--- src/hdl/ptc_pkg.sv ---
// Shared constants, the calibration coefficient bundle and shift helpers
// for the pressure and temperature compensation pipeline. No dependencies.
`timescale 1ns / 1ps
`default_nettype none

package ptc_pkg;

	localparam int CFG_W     = 64;
	localparam int IDX_W     = 2;
	localparam int ADC_W     = 20;
	localparam int TOUT_W    = 16;
	localparam int PRESS_W   = 25;
	localparam int DIV_STEPS = 64;

	localparam logic [IDX_W-1:0] REG_TEMP   = 2'd0;
	localparam logic [IDX_W-1:0] REG_P_LOW  = 2'd1;
	localparam logic [IDX_W-1:0] REG_P_HIGH = 2'd2;
	localparam logic [IDX_W-1:0] REG_P_LAST = 2'd3;

	localparam logic [63:0] FINE_OFFSET = 64'd128000;
	localparam logic [63:0] ADC_FULL    = 64'd1048576;
	localparam logic [63:0] PRESS_SCALE = 64'd3125;
	localparam logic [31:0] TEMP_ROUND  = 32'd128;
	localparam logic [63:0] W1_BIAS     = 64'h0000_8000_0000_0000;
	localparam logic [PRESS_W-1:0] PRESS_MAX = {PRESS_W{1'b1}};

	// Calibration words; all fields are raw 16-bit slices, sign handled at use.
	typedef struct packed {
		logic [15:0] t1;
		logic [15:0] t2;
		logic [15:0] t3;
		logic [15:0] p1;
		logic [15:0] p2;
		logic [15:0] p3;
		logic [15:0] p4;
		logic [15:0] p5;
		logic [15:0] p6;
		logic [15:0] p7;
		logic [15:0] p8;
		logic [15:0] p9;
	} coef_t;

	function automatic logic [63:0] sx64(input logic [15:0] v);
		return {{48{v[15]}}, v};
	endfunction

	function automatic logic [31:0] sx32(input logic [15:0] v);
		return {{16{v[15]}}, v};
	endfunction

	function automatic logic [63:0] sra64(input logic [63:0] x, input int unsigned n);
		logic signed [63:0] s;
		s = x;
		return s >>> n;
	endfunction

	function automatic logic [31:0] sra32(input logic [31:0] x, input int unsigned n);
		logic signed [31:0] s;
		s = x;
		return s >>> n;
	endfunction

endpackage

`default_nettype wire

--- src/hdl/ptc_temp.sv ---
// Temperature section: unpacks both ADC words and computes the fine
// temperature, the saturated centi-degree result and the first pressure term.
// Depends on ptc_pkg.
`timescale 1ns / 1ps
`default_nettype none

module ptc_temp import ptc_pkg::*; (
	input  wire logic              clk,
	input  wire logic              arst_n,
	input  wire logic              en,
	input  wire logic              in_vld,
	input  wire coef_t             coef,
	input  wire logic [7:0]        temp_msb,
	input  wire logic [7:0]        temp_lsb,
	input  wire logic [7:0]        temp_xlsb,
	input  wire logic [7:0]        press_msb,
	input  wire logic [7:0]        press_lsb,
	input  wire logic [7:0]        press_xlsb,
	output logic                   out_vld,
	output logic [TOUT_W-1:0]      tout,
	output logic [63:0]            w1,
	output logic [ADC_W-1:0]       adc_p
);

	logic [ADC_W-1:0] adc_t;
	logic [31:0] a_in, d_in, v1, x3, v2, f5, tc;
	logic signed [31:0] tc_s;
	logic [TOUT_W-1:0] tsat;

	logic [31:0] a_s1, d_s1, m1_s2, dd_s2, v1_s3, m3_s3, fine_s4;
	logic [ADC_W-1:0] adcp_s1, adcp_s2, adcp_s3, adcp_s4, adcp_s5;
	logic [TOUT_W-1:0] tout_s5;
	logic [63:0] w1_s5;
	logic vld_s1, vld_s2, vld_s3, vld_s4, vld_s5;

	assign adc_t = {temp_msb, temp_lsb, temp_xlsb[7:4]};
	assign a_in  = 32'(adc_t[19:3]) - {15'b0, coef.t1, 1'b0};
	assign d_in  = 32'(adc_t[19:4]) - 32'(coef.t1);

	assign v1 = sra32(m1_s2, 11);
	assign x3 = sra32(dd_s2, 12);
	assign v2 = sra32(m3_s3, 14);
	assign f5 = fine_s4 + {fine_s4[29:0], 2'b0} + TEMP_ROUND;
	assign tc = sra32(f5, 8);
	assign tc_s = tc;

	always_comb begin
		if (tc_s < -32'sd32768) begin
			tsat = 16'h8000;
		end else if (tc_s > 32'sd32767) begin
			tsat = 16'h7FFF;
		end else begin
			tsat = tc[15:0];
		end
	end

	always_ff @(posedge clk) begin
		if (en) begin
			a_s1    <= a_in;
			d_s1    <= d_in;
			adcp_s1 <= {press_msb, press_lsb, press_xlsb[7:4]};
			m1_s2   <= a_s1 * sx32(coef.t2);
			dd_s2   <= d_s1 * d_s1;
			adcp_s2 <= adcp_s1;
			v1_s3   <= v1;
			m3_s3   <= x3 * sx32(coef.t3);
			adcp_s3 <= adcp_s2;
			fine_s4 <= v1_s3 + v2;
			adcp_s4 <= adcp_s3;
			tout_s5 <= tsat;
			w1_s5   <= {{32{fine_s4[31]}}, fine_s4} - FINE_OFFSET;
			adcp_s5 <= adcp_s4;
		end
	end

	always_ff @(posedge clk or negedge arst_n) begin
		if (!arst_n) begin
			vld_s1 <= 1'b0;
			vld_s2 <= 1'b0;
			vld_s3 <= 1'b0;
			vld_s4 <= 1'b0;
			vld_s5 <= 1'b0;
		end else if (en) begin
			vld_s1 <= in_vld;
			vld_s2 <= vld_s1;
			vld_s3 <= vld_s2;
			vld_s4 <= vld_s3;
			vld_s5 <= vld_s4;
		end
	end

	assign out_vld = vld_s5;
	assign tout    = tout_s5;
	assign w1      = w1_s5;
	assign adc_p   = adcp_s5;

endmodule

`default_nettype wire

--- config.mk ---
export PLATFORM = sky130hd
export DESIGN_NAME = ptc_temp
export DESIGN_NICKNAME = d
export VERILOG_FILES = /design/src/hdl/ptc_pkg.sv /design/src/hdl/ptc_temp.sv
export SDC_FILE = /design/constraint.sdc
export NUM_CORES = 2
export LEC_CHECK = 0
export BUFFER_PORTS_ARGS = -buffer_cell sky130_fd_sc_hd__buf_2
export CAP_MARGIN = 40
export CORE_ASPECT_RATIO = 1.2
export CORE_MARGIN = 1.5
export CORE_UTILIZATION = 55
export CTS_CLUSTER_DIAMETER = 100
export CTS_CLUSTER_SIZE = 40
export DETAILED_ROUTE_END_ITERATION = 6
export GPL_TIMING_DRIVEN = 0
export HOLD_SLACK_MARGIN = 0.15
export PLACE_DENSITY = 0.74
export SLEW_MARGIN = 20
export SYNTH_ARGS = -nofsm -noshare
export SYNTH_HDL_FRONTEND = slang
export SYNTH_SLANG_ARGS = --single-unit
--- constraint.sdc ---
create_clock -name clk -period 11.6 [get_ports clk]
set_input_delay 0.58 -clock clk [delete_from_list [all_inputs] [get_ports clk]]
set_output_delay 0.58 -clock clk [all_outputs]
set_load 0.005 [all_outputs]
==> flow_metrics.py <==
metrics = {
    "finish": {
        "area_growth_pct": 6.41,
        "diodes": 0,
        "num-nets-final": 5790,
        "final_layout_size_suffix_gt1_share_pct": 6.62,
        "layout.cells.non_filler": 5353,
        "fin_util_pct": 59.4,
    },
    "timing": {
        "fin_crit_ns": 9.16,
        "slew_headroom_pct": 38.7,
        "hold_viol": 0,
        "rsz0062_at_grt": "no",
        "finalSetupTns_ns": 0,
        "setup_viol_count_final": 0,
        "fin_skew_ns": 0.0340,
        "tightest_slew_ns": 0.920,
        "hold_slack_ns": 0.189,
        "timing.final.crit_share_pct": 78.9,
        "fmax_ghz": 0.109,
        "slew_violations": 0,
    },
    "clocking": {
        "holdBufCountCts": 1,
        "ctsHtreeMaxLevel": 1,
        "cts_tree": "done",
        "cts_made_buffers": 14,
        "clkSinkCount": 264,
        "postCtsResizedCells": 0,
        "cts-root-buf": "clkbuf_16",
        "clockBufferDepth": 3,
        "cts_setup_buffers": 0,
        "clk_latency_ns": 0.54,
        "clkSlewWorstSetupHoldPaths_ns": 0.13,
    },
    "placed_design": {
        "io_buffers": 171,
        "hpwl_um": 82800,
        "post-place-cells": 5328,
        "gp_congestion": 0.923,
    },
    "synthesis": {
        "synth.avg_cell_area_um2": 10.3,
        "synth_cell_types": 75,
        "synth.most_common_cell": "inv_1",
        "syn-num-nets": 5597,
        "ys_top_cells_by_count": "inv_1, fa_1, nand2_1",
        "synthFlopType": "edfxtp_1",
        "synth_area_um2": 42800,
        "async_reset_ff_share_pct": 1.89,
        "synth_edf_count": 259,
        "seq_area_frac_synth_pct": 18.5,
        "synthTopCellsByArea": "fa_1, edfxtp_1, ha_1",
        "synth_top_area_share_pct": 40.7,
        "yosysWarnings": 0,
        "synth_top_cell_by_area": "fa_1",
        "ys_seq_elements": 264,
        "netlist_instances": 4135,
    },
    "worst_setup_path": {
        "reg2reg_slack_ns": 2.44,
        "arrival_ns": 9.40,
        "end_kind": "register",
        "timing.rr.start": "a_s1[5]",
        "crit_path_max_fanout": 10,
        "required_ns": 11.84,
        "ff2ff_path_depth": 20,
        "cp-start-kind": "register",
        "r2r_end": "dd_s2[31]",
        "critPathKind": "register to register",
    },
    "floorplan": {
        "initial_core_util_pct": 55.8,
        "num_rows": 111,
        "die_area_um2": 79500,
        "die_x_um": 258,
        "io_pins": 345,
        "die_h_um": 309,
        "coreArea_um2": 76700,
    },
    "min_path": {
        "hold_start": "press_lsb[6]",
        "hp-class": "input port to register",
        "whs_endpoint": "adcp_s1[10]",
        "whs_path_depth": 1,
    },
    "global_route": {
        "antenna_found_initial": 1,
        "grt_use_total_pct": 25.7,
        "grt_pass1_vias": 31000,
        "grt_pass1_wl_um": 158000,
        "grt_max_degree": 100,
        "overflow": 0,
    },
    "detailed_routing": {
        "viasPerCell": 5.31,
        "wl_um": 97900,
        "drt-initial-drc-count": 1806,
        "first_pass_iters": 7,
        "drcViolationCount": 1,
        "wl_per_cell_um": 18.3,
        "antenna_left": 0,
        "vias": 28400,
    },
    "flow_run": {
        "cap_viol_max_count": 0,
    },
    "run_status": {
        "status": "complete, but fails checks",
        "violations": "DRC",
    },
}
## cell type report
cell class,instances,area (µm²)
fillers,6448,31100
multi-input cells,2672,30200
flip-flops and latches,264,7900
inverters,1018,3820
well taps,1017,1270
repair buffers,177,975
plain buffers,181,865
clock buffers,16,358
clock inverters,8,138
## cell usage in the layout (no fill, tap or decap), types with 14 or more instances in the layout
cell,instances
inv_1,1018
fa_1,870
nand2_1,423
ha_1,348
and2_1,309
edfxtp_1,259
buf_2,175
xnor2_1,141
clkbuf_1,132
nor2_1,108
a21oi_1,70
xor2_1,48
o21ai_0,46
buf_4,42
nor3_1,35
nand2b_1,31
a21o_1,26
o21a_1,21
nand3_1,18
nor2b_1,17
nand4_1,14
clkbuf_16,14
## state kept, by name, summed over array words and instances, names as in the netlist, 16 cells and up
register  count
v1_s3        21
adcp_s4      20
dd_s2        20
fine_s4      22
m3_s3        18
adcp_s2      20
adcp_s1      20
adcp_s3      20
adc_p        20
w1           23
a_s1         18
m1_s2        21
tout         16
## logic make-up after synthesis
group,synth area share [%]
compound gates,3.96
xor+xnor,3.87
fa+ha+maj,50.9
buf+inv,11.0
flops,18.5
mux,0.301
simple gates,11.6
## layer usage
| metal | wire, µm | global-route usage, % |
|---|---|---|
| met3 | 5650 | 2.86 |
| met1 | 35800 | 30.6 |
| met2 | 51500 | 46.7 |
| met5 | 0 | 0 |
| met4 | 5010 | 11.5 |
## stage by stage
step / setup slack, ns / area, µm²
floorplan: 4.35 / 42800
global placement: 2.60 / 44900
detailed placement: 2.50 / 45000
CTS: 2.52 / 45500
global route: 2.11 / 45500
finish: 2.44 / 45500
## how the worst max path moves through the flow
stage	start	endpoint	slack, ns
after floorplan	a_s1[5]	dd_s2[31]	4.35
after global placement	a_s1[5]	dd_s2[31]	2.60
after detailed placement	a_s1[5]	dd_s2[31]	2.50
after CTS	a_s1[5]	dd_s2[31]	2.52
after global routing	a_s1[5]	dd_s2[31]	2.11
final	a_s1[5]	dd_s2[31]	2.44
## worst max-delay path: stages, from the launching register on
cell and delay, ns:
edfxtp_1 0.60, clkbuf_1 0.57, clkbuf_1 0.66, nand2_1 0.38, fa_1 0.65, fa_1 0.62, inv_1 0.07, fa_1 0.90
fa_1 0.55, fa_1 0.49, fa_1 0.56, fa_1 0.44, fa_1 0.47, ha_1 0.34, a21o_1 0.19, a21oi_1 0.14
o21ai_0 0.09, a21oi_1 0.30, o21ai_0 0.24, o41ai_1 0.38, xnor2_1 0.21
Power is not shown: default switching activity piles up to over one toggle a cycle in this logic, so the estimate is an artifact.
